### src/prs_pkg.sv
package prs_pkg;

	localparam int DIM_W     = 13;
	localparam int COORD_W   = 12;
	localparam int PIX_W     = 32;
	localparam int MAX_SCALE = 8;
	localparam int OFS_W     = $clog2(MAX_SCALE);
	localparam int ACC_W     = DIM_W + OFS_W;
	localparam int IDX_W     = 2;
	localparam int OUT_W     = 2 * COORD_W + PIX_W;

	localparam logic [DIM_W-1:0] MAX_DIM = DIM_W'(4096);
	localparam logic [DIM_W-1:0] DIM_ONE = DIM_W'(1);

	localparam logic [IDX_W-1:0] REG_SRC_WIDTH  = IDX_W'(0);
	localparam logic [IDX_W-1:0] REG_SRC_HEIGHT = IDX_W'(1);
	localparam logic [IDX_W-1:0] REG_DST_WIDTH  = IDX_W'(2);
	localparam logic [IDX_W-1:0] REG_DST_HEIGHT = IDX_W'(3);

	typedef struct packed {
		logic load_pix;
		logic div_init;
		logic div_step;
		logic emit;
	} ctrl_cmd_t;

	typedef struct packed {
		logic out_free;
		logic last;
	} dp_sts_t;

endpackage

### src/prs_ctrl.sv
module prs_ctrl (
	input  logic               clk,
	input  logic               arst_n,
	input  logic               s_tvalid,
	output logic               s_tready,
	input  logic               cfg_wr,
	input  prs_pkg::dp_sts_t   sts,
	output prs_pkg::ctrl_cmd_t cmd
);

	typedef enum logic [1:0] {
		ST_IDLE,
		ST_DIV,
		ST_EMIT
	} state_t;

	localparam int CNT_W = $clog2(prs_pkg::DIM_W);
	localparam logic [CNT_W-1:0] CNT_LAST = CNT_W'(prs_pkg::DIM_W - 1);

	state_t           state_q;
	logic             dirty_q;
	logic [CNT_W-1:0] cnt_q;

	assign s_tready = (state_q == ST_IDLE);

	always_comb begin
		cmd          = '0;
		cmd.load_pix = s_tvalid && s_tready;
		cmd.div_init = cmd.load_pix && dirty_q;
		cmd.div_step = (state_q == ST_DIV);
		cmd.emit     = (state_q == ST_EMIT) && sts.out_free;
	end

	always_ff @(posedge clk or negedge arst_n) begin
		if (!arst_n) begin
			state_q <= ST_IDLE;
			dirty_q <= 1'b1;
			cnt_q   <= '0;
		end else begin
			case (state_q)
				ST_IDLE: begin
					if (cmd.load_pix) begin
						cnt_q   <= '0;
						state_q <= dirty_q ? ST_DIV : ST_EMIT;
					end
				end
				ST_DIV: begin
					cnt_q <= cnt_q + CNT_W'(1);
					if (cnt_q == CNT_LAST) begin
						dirty_q <= 1'b0;
						state_q <= ST_EMIT;
					end
				end
				ST_EMIT: begin
					if (cmd.emit && sts.last) begin
						state_q <= ST_IDLE;
					end
				end
				default: begin
					state_q <= ST_IDLE;
				end
			endcase
			if (cfg_wr) begin
				dirty_q <= 1'b1;
			end
		end
	end

endmodule

### src/prs_dpath.sv
module prs_dpath (
	input  logic                                clk,
	input  logic                                arst_n,
	input  logic                                cfg_wr,
	input  logic [prs_pkg::IDX_W-1:0]           cfg_idx,
	input  logic [prs_pkg::DIM_W-1:0]           cfg_val,
	input  logic [prs_pkg::PIX_W-1:0]           pix_in,
	input  prs_pkg::ctrl_cmd_t                  cmd,
	output prs_pkg::dp_sts_t                    sts,
	output logic                                out_valid,
	input  logic                                out_ready,
	output logic [prs_pkg::OUT_W-1:0]           out_data,
	output logic                                out_last
);

	localparam int DW = prs_pkg::DIM_W;
	localparam int CW = prs_pkg::COORD_W;
	localparam int OW = prs_pkg::OFS_W;
	localparam int AW = prs_pkg::ACC_W;
	localparam logic [OW-1:0] OFS_MAX = OW'(prs_pkg::MAX_SCALE - 1);

	function automatic logic [DW-1:0] eff_dim(input logic [DW-1:0] v);
		logic [DW-1:0] r;
		r = v;
		if (v == '0) r = prs_pkg::DIM_ONE;
		if (v > prs_pkg::MAX_DIM) r = prs_pkg::MAX_DIM;
		return r;
	endfunction

	// one restoring-division step: {remainder, quotient shift register}
	function automatic logic [2*DW-1:0] div_step(input logic [DW-1:0] rem,
			input logic [DW-1:0] quo, input logic [DW-1:0] dvs);
		logic [DW:0]   t;
		logic [DW-1:0] r;
		logic          b;
		t = {rem, quo[DW-1]};
		b = (t >= {1'b0, dvs});
		r = b ? DW'(t - {1'b0, dvs}) : t[DW-1:0];
		return {r, quo[DW-2:0], b};
	endfunction

	logic [DW-1:0] sw_raw_q, sh_raw_q, dw_raw_q, dh_raw_q;
	logic [DW-1:0] sw, sh, dw, dh;

	logic [DW-1:0] qx_q, rx_q, qy_q, ry_q;

	logic [CW-1:0] col_cnt_q, row_cnt_q, col_base_q, row_base_q;
	logic [DW-1:0] col_rem_q, row_rem_q;

	logic [prs_pkg::PIX_W-1:0] pix_q;
	logic [OW-1:0]             ox_q, oy_q;
	logic [AW-1:0]             accx_q, accy_q;

	logic          out_valid_q, out_last_q;
	logic [CW-1:0] out_x_q, out_y_q;
	logic [prs_pkg::PIX_W-1:0] out_pix_q;

	logic [AW-1:0] accx_nxt, accy_nxt;
	logic [DW-1:0] x_cur, y_cur;
	logic          x_more, y_more, last;
	logic          col_end, row_end;
	logic [DW:0]   col_sum, row_sum;
	logic          col_ge, row_ge;
	logic [2*DW-1:0] dx_nxt, dy_nxt;

	assign sw = eff_dim(sw_raw_q);
	assign sh = eff_dim(sh_raw_q);
	assign dw = eff_dim(dw_raw_q);
	assign dh = eff_dim(dh_raw_q);

	assign accx_nxt = accx_q + AW'(sw);
	assign accy_nxt = accy_q + AW'(sh);
	assign x_cur    = DW'(col_base_q) + DW'(ox_q);
	assign y_cur    = DW'(row_base_q) + DW'(oy_q);
	assign x_more   = (ox_q != OFS_MAX) && (accx_nxt < AW'(dw)) && ((x_cur + DW'(1)) < dw);
	assign y_more   = (oy_q != OFS_MAX) && (accy_nxt < AW'(dh)) && ((y_cur + DW'(1)) < dh);
	assign last     = !x_more && !y_more;

	assign col_end = (DW'(col_cnt_q) + DW'(1)) >= sw;
	assign row_end = (DW'(row_cnt_q) + DW'(1)) >= sh;
	assign col_sum = {1'b0, col_rem_q} + {1'b0, rx_q};
	assign row_sum = {1'b0, row_rem_q} + {1'b0, ry_q};
	assign col_ge  = col_sum >= {1'b0, sw};
	assign row_ge  = row_sum >= {1'b0, sh};

	assign dx_nxt = div_step(rx_q, qx_q, sw);
	assign dy_nxt = div_step(ry_q, qy_q, sh);

	assign sts.out_free = !out_valid_q || out_ready;
	assign sts.last     = last;

	assign out_valid = out_valid_q;
	assign out_data  = {out_pix_q, out_y_q, out_x_q};
	assign out_last  = out_last_q;

	always_ff @(posedge clk or negedge arst_n) begin
		if (!arst_n) begin
			sw_raw_q <= prs_pkg::DIM_ONE;
			sh_raw_q <= prs_pkg::DIM_ONE;
			dw_raw_q <= prs_pkg::DIM_ONE;
			dh_raw_q <= prs_pkg::DIM_ONE;
		end else if (cfg_wr) begin
			case (cfg_idx)
				prs_pkg::REG_SRC_WIDTH:  sw_raw_q <= cfg_val;
				prs_pkg::REG_SRC_HEIGHT: sh_raw_q <= cfg_val;
				prs_pkg::REG_DST_WIDTH:  dw_raw_q <= cfg_val;
				prs_pkg::REG_DST_HEIGHT: dh_raw_q <= cfg_val;
				default: ;
			endcase
		end
	end

	// step quotient and remainder of dst/src per axis
	always_ff @(posedge clk) begin
		if (cmd.div_init) begin
			qx_q <= dw;
			rx_q <= '0;
			qy_q <= dh;
			ry_q <= '0;
		end else if (cmd.div_step) begin
			{rx_q, qx_q} <= dx_nxt;
			{ry_q, qy_q} <= dy_nxt;
		end
	end

	always_ff @(posedge clk or negedge arst_n) begin
		if (!arst_n) begin
			col_cnt_q  <= '0;
			row_cnt_q  <= '0;
			col_base_q <= '0;
			row_base_q <= '0;
			col_rem_q  <= '0;
			row_rem_q  <= '0;
		end else if (cfg_wr) begin
			col_cnt_q  <= '0;
			row_cnt_q  <= '0;
			col_base_q <= '0;
			row_base_q <= '0;
			col_rem_q  <= '0;
			row_rem_q  <= '0;
		end else if (cmd.emit && last) begin
			if (col_end) begin
				col_cnt_q  <= '0;
				col_base_q <= '0;
				col_rem_q  <= '0;
				if (row_end) begin
					row_cnt_q  <= '0;
					row_base_q <= '0;
					row_rem_q  <= '0;
				end else begin
					row_cnt_q  <= row_cnt_q + CW'(1);
					row_rem_q  <= row_ge ? DW'(row_sum - {1'b0, sh}) : row_sum[DW-1:0];
					row_base_q <= CW'(DW'(row_base_q) + qy_q + DW'(row_ge));
				end
			end else begin
				col_cnt_q  <= col_cnt_q + CW'(1);
				col_rem_q  <= col_ge ? DW'(col_sum - {1'b0, sw}) : col_sum[DW-1:0];
				col_base_q <= CW'(DW'(col_base_q) + qx_q + DW'(col_ge));
			end
		end
	end

	always_ff @(posedge clk) begin
		if (cmd.load_pix) begin
			pix_q  <= pix_in;
			ox_q   <= '0;
			oy_q   <= '0;
			accx_q <= '0;
			accy_q <= '0;
		end else if (cmd.emit && !last) begin
			if (x_more) begin
				ox_q   <= ox_q + OW'(1);
				accx_q <= accx_nxt;
			end else begin
				ox_q   <= '0;
				accx_q <= '0;
				oy_q   <= oy_q + OW'(1);
				accy_q <= accy_nxt;
			end
		end
	end

	always_ff @(posedge clk or negedge arst_n) begin
		if (!arst_n) begin
			out_valid_q <= 1'b0;
		end else if (cmd.emit) begin
			out_valid_q <= 1'b1;
		end else if (out_ready) begin
			out_valid_q <= 1'b0;
		end
	end

	always_ff @(posedge clk) begin
		if (cmd.emit) begin
			out_x_q    <= x_cur[CW-1:0];
			out_y_q    <= y_cur[CW-1:0];
			out_pix_q  <= pix_q;
			out_last_q <= last;
		end
	end

endmodule

### src/pixel_replicating_scaler.sv
// Nearest-neighbour scaler: source pixels enter in raster order and each one
// leaves as one to 64 destination writes (coordinate and pixel), row offset
// outer, column offset inner, the final write of a pixel marked with tlast.
// Replication is limited to 8 per axis and writes outside the destination are
// dropped. Sizes 0 act as 1 and sizes above 4096 as 4096. Any register write
// restarts the frame at column 0, row 0. A pixel is accepted only while the
// sequencer is idle, and its writes leave one at a time through the single
// write register on the output side; a stalled output holds the sequencer.
// The first pixel after a register write or reset also waits while the
// bit-serial dividers work out the dst/src step on each axis.
module pixel_replicating_scaler (
	input  logic        clk,
	input  logic        arst_n,
	input  logic        cfg_valid,
	output logic        cfg_ready,
	input  logic [1:0]  cfg_index,
	input  logic [12:0] cfg_data,
	input  logic        s_tvalid,
	output logic        s_tready,
	input  logic [31:0] s_tdata,  // source_pixel[31:0]
	output logic        m_tvalid,
	input  logic        m_tready,
	output logic [55:0] m_tdata,  // dest_x[11:0], dest_y[23:12], dest_pixel[55:24]
	output logic        m_tlast   // last_write
);

	prs_pkg::ctrl_cmd_t cmd;
	prs_pkg::dp_sts_t   sts;
	logic               cfg_wr;

	assign cfg_ready = 1'b1;
	assign cfg_wr    = cfg_valid && cfg_ready;

	prs_ctrl u_ctrl (
		.clk      (clk),
		.arst_n   (arst_n),
		.s_tvalid (s_tvalid),
		.s_tready (s_tready),
		.cfg_wr   (cfg_wr),
		.sts      (sts),
		.cmd      (cmd)
	);

	prs_dpath u_dpath (
		.clk       (clk),
		.arst_n    (arst_n),
		.cfg_wr    (cfg_wr),
		.cfg_idx   (cfg_index),
		.cfg_val   (cfg_data),
		.pix_in    (s_tdata),
		.cmd       (cmd),
		.sts       (sts),
		.out_valid (m_tvalid),
		.out_ready (m_tready),
		.out_data  (m_tdata),
		.out_last  (m_tlast)
	);

	a_one_pixel_at_a_time: assert property (@(posedge clk) disable iff (!arst_n)
		s_tvalid && s_tready |=> !s_tready)
		else $error("source beat accepted while a pixel is still in progress");

	a_emit_into_free_slot: assert property (@(posedge clk) disable iff (!arst_n)
		cmd.emit |-> sts.out_free)
		else $error("write issued while output register is occupied and stalled");

	a_done_leaves_last: assert property (@(posedge clk) disable iff (!arst_n)
		$rose(s_tready) |-> m_tvalid && m_tlast)
		else $error("pixel finished without a last write on the output");

endmodule

### config.mk
export PLATFORM = sky130hd
export DESIGN_NAME = pixel_replicating_scaler
export DESIGN_NICKNAME = d
export VERILOG_FILES = /design/src/prs_pkg.sv /design/src/prs_ctrl.sv /design/src/prs_dpath.sv /design/src/pixel_replicating_scaler.sv
export SDC_FILE = /design/constraint.sdc
export NUM_CORES = 1
export LEC_CHECK = 0
export BUFFER_PORTS_ARGS = -buffer_cell sky130_fd_sc_hd__buf_2
export CAP_MARGIN = 20
export CELL_PAD_IN_SITES_DETAIL_PLACEMENT = 0
export CELL_PAD_IN_SITES_GLOBAL_PLACEMENT = 1
export CORE_MARGIN = 4
export CORE_UTILIZATION = 40
export CTS_CLUSTER_DIAMETER = 60
export DETAILED_ROUTE_END_ITERATION = 16
export GPL_TIMING_DRIVEN = 0
export PLACE_DENSITY_LB_ADDON = 0.3
export SLEW_MARGIN = 20
export SYNTH_ARGS = -nofsm -noshare
export SYNTH_HDL_FRONTEND = slang
export SYNTH_SLANG_ARGS = --single-unit
export TNS_END_PERCENT = 100
### constraint.sdc
create_clock -name clk -period 7.67 [get_ports clk]
set_input_delay 1.534 -clock clk [delete_from_list [all_inputs] [get_ports clk]]
set_output_delay 1.534 -clock clk [all_outputs]
set_load 0.02 [all_outputs]
==> reports/metrics.cfg <==
[status]
run_status=completed

[place]
dp.cells=2834
dp_hpwl_mm=41.7
gp_congestion=0.847
io_buffers=109

[cells_and_area]
layout.filler_cells=4713
final_common_cell=nand2_1
multiInputGateArea_um2=11500
area_growth_syn_to_layout_pct=14.0
drive_above_1_share_pct=13.5
final_cells=2915
regArea_um2=8090
nNetsFinal=2486
layout_common_cells=234 x nand2_1, 214 x ha_1, 160 x o21ai_0, 129 x dfrtp_1, 123 x buf_2

[drt]
viasPerCell=5.42
drcViolationCount=0
wl_mm=55.4
ant_nets=0
dr.pass1.iters=5
drt-initial-drc-count=989
wl_per_cell_um=19.0
num_vias=15800

[worst_setup_path]
cp_slowest_cell=clkbuf_1
cp.required_ns=8.13
cp_max_fo=10
setup.worst_path.start_class=register
arrival_ns=7.26
critPathMaxStageDelay_ns=0.61
endpoint_kind=register
critPathKind=register to register
cpMostUsedCell=o21ai_0

[clock_network]
clock_latency_ns=0.57
hold_buffers=0
cts_num_sinks=313
h-tree-depth=2
path_clk_slew_ns=0.06
root_buffer=clkbuf_16
cts_tree=done
cts_buffer_depth=3
cts-buffers-inserted=42
cts_resized=0
post_cts_buffers=0

[sta]
period_minus_slack_ns=6.80
fmax_mhz=147
rsz0062_at_grt=false
post-route-period-util_pct=88.6
slew_viol_final=0
worst_pin_slew_ns=1.01
slew_headroom_pct=32.1
finalSetupTns_ns=0
finClkSkew_ns=0.0282
hold_violations=0
setup_viol=0

[synthesis]
synth-compound-area-share_pct=15.6
yosysUniqueCellTypes=82
mappedNetlistNets=2331
syn_area_um2=20300
synthCells=2051
ys_warn_count=0
synth_xor_xnor_area_share_pct=6.78
synth_top_family_by_area=compound AO/OA/AOI/OAI gates
synth_edf_count=115
ys_seq_area_share_pct=39.9
synth_fa_ha_area_share_pct=14.6
synthMuxAreaShare_pct=6.14
avgSynthCellArea_um2=9.89
ys_seq_elements=313
yosys.area_share.simple_pct=13.8
async_flop_share_pct=42.8
synth-main-ff-cell=dfrtp_1

[die]
fp-row-count=82
start_util_pct=40.4
die_area_um2=54400
dieWidth_um=233
die_y_um=233
pin_count=112
coreArea_um2=50200

[global_routing]
first_global_vias=15600
grt.total_usage_pct=20.3
grt_pass1_wl_mm=86.8
overflow=0
grt_max_degree=92
antenna_found_initial=6

[pwr]
p_comb_share_pct=55.7
seq_power_share_pct=25.0
p_per_area_nw_per_um2=438
p_sw_share_pct=42.5
power_mw=10.1
p_int_mw=5.83
p_switching_mw=4.30
power.share.clock_pct=19.3
peakVddDrop_mv=0.223
leakage_nw=10.4

[run]
cap_violations=0

[min_path]
worstHoldPathType=register to register

==> cell usage after synthesis (all sizes together), types with 52 or more instances <==
| master | instances | share of area [%] |
|---|---|---|
| ha | 214 | 13 |
| o21ai | 162 | 4.0 |
| mux2 | 59 | 3.3 |
| mux2i | 58 | 2.9 |
| a21o | 52 | 1.9 |
| nor2 | 108 | 2.0 |
| nand2 | 234 | 4.3 |
| xor2 | 54 | 2.3 |
| dfxtp | 64 | 6.3 |
| a21oi | 87 | 2.2 |
| xnor2 | 103 | 4.4 |
| edfxtp | 115 | 17 |
| nand3 | 58 | 1.4 |
| dfrtp | 129 | 16 |
| inv | 98 | 1.8 |
==> routing by layer <==
metal	wire length [um]	track usage [%]	share of wire, %	up-vias
li1	-	-	-	7788
met1	26100	27.9	47	7641
met2	25300	33.2	46	300
met3	2890	3.43	5.2	74
met4	1130	5.06	2.0	2
met5	9	0	0.016	-
==> sequential cells by signal (all words and copies together) (netlist names), 13 cells and up <==
name and flops:
u_dpath.accy_q 16, u_dpath.out_pix_q 32, u_dpath.dw_raw_q 13, u_dpath.qx_q 13
u_dpath.ry_q 13, u_dpath.dh_raw_q 13, u_dpath.sh_raw_q 13, u_dpath.pix_q 32
u_dpath.rx_q 13, u_dpath.sw_raw_q 13, u_dpath.col_rem_q 13, u_dpath.accx_q 16
u_dpath.row_rem_q 13, u_dpath.qy_q 13
==> cells by family (layout without fill, tap and decap cells) <==
logic type               Yosys count  in the layout
XOR/XNOR                         157            157
buffers and inverters            156            345
adder cells (fa/ha/maj)          228            228
other                              1              4
AO/OA/AOI/OAI                    483            483
flip-flops                       313            313
multiplexers                     117            117
AND/OR/NAND/NOR                  596            596
==> path summary, 6_finish.rpt <==
| check | from | endpoint | slack, ns | cells after the start |
|---|---|---|---|---|
| min reg2reg | u_dpath.pix_q[28]$_DFFE_PP_ | u_dpath.out_pix_q[28]$_DFFE_PP_ | 0.41 | 0 |
| max reg2reg | u_dpath.col_rem_q[0]$_DFFE_PN0P_ | u_dpath.col_base_q[10]$_DFFE_PN0P_ | 0.87 | 29 |
| max in group asynchronous | arst_n | u_dpath.row_cnt_q[8]$_DFFE_PN0P_ | 5.99 | 2 |
| min in group asynchronous | arst_n | u_dpath.col_rem_q[6]$_DFFE_PN0P_ | 0.87 | 1 |
| max | u_dpath.col_rem_q[0]$_DFFE_PN0P_ | u_dpath.col_base_q[10]$_DFFE_PN0P_ | 0.87 | 29 |
| min | u_dpath.pix_q[28]$_DFFE_PP_ | u_dpath.out_pix_q[28]$_DFFE_PP_ | 0.41 | 0 |
==> per-stage QoR <==
step	instance area, um^2	setup WS, ns	hold slack (ns)	util [%]
2_1_floorplan	20300	1.96	0.400	-
5_1_grt	23100	0.303	0.425	46.1
6_report	23100	0.875	0.414	46.1
3_3_place_gp	21700	1.03	0.401	43.2
3_5_place_dp	21700	0.927	0.405	43.3
4_1_cts	23100	0.872	0.415	46.1
==> power by group through the flow <==
stage / Combinational [mW] / Clock [mW] / Sequential (mW)
after floorplan: 4.44 / 0 / 2.44
after global placement: 5.50 / 0 / 2.56
after detailed placement: 5.62 / 0 / 2.57
after CTS: 5.67 / 2.00 / 2.54
after global routing: 6.38 / 2.06 / 2.58
final: 5.64 / 1.95 / 2.53
==> worst max-delay path: cells and delay by family (launching register included) <==
| family | cells | cell delay, ns |
|---|---|---|
| xor gates and xnor gates | 1 | 0.10 |
| buffers and inverters | 2 | 0.88 |
| muxes | 1 | 0.20 |
| DFF | 1 | 0.38 |
| adders and majority gates | 5 | 1.90 |
| and+or+nand+nor | 7 | 0.87 |
| AOI/OAI and AO/OA | 13 | 2.35 |
==> layout make-up <==
| cell class | instances | area share, % |
|---|---|---|
| clock inverter | 23 | 1.01 |
| buffer | 58 | 1.22 |
| tap | 672 | 3.64 |
| sequential | 313 | 35.0 |
| inverter | 98 | 1.60 |
| clock buffer | 55 | 4.93 |
| antenna | 3 | 0.0325 |
| timing repair buffer | 111 | 2.64 |
| multi-input combinational | 1582 | 49.9 |
Power figures use the tool's default switching activity.
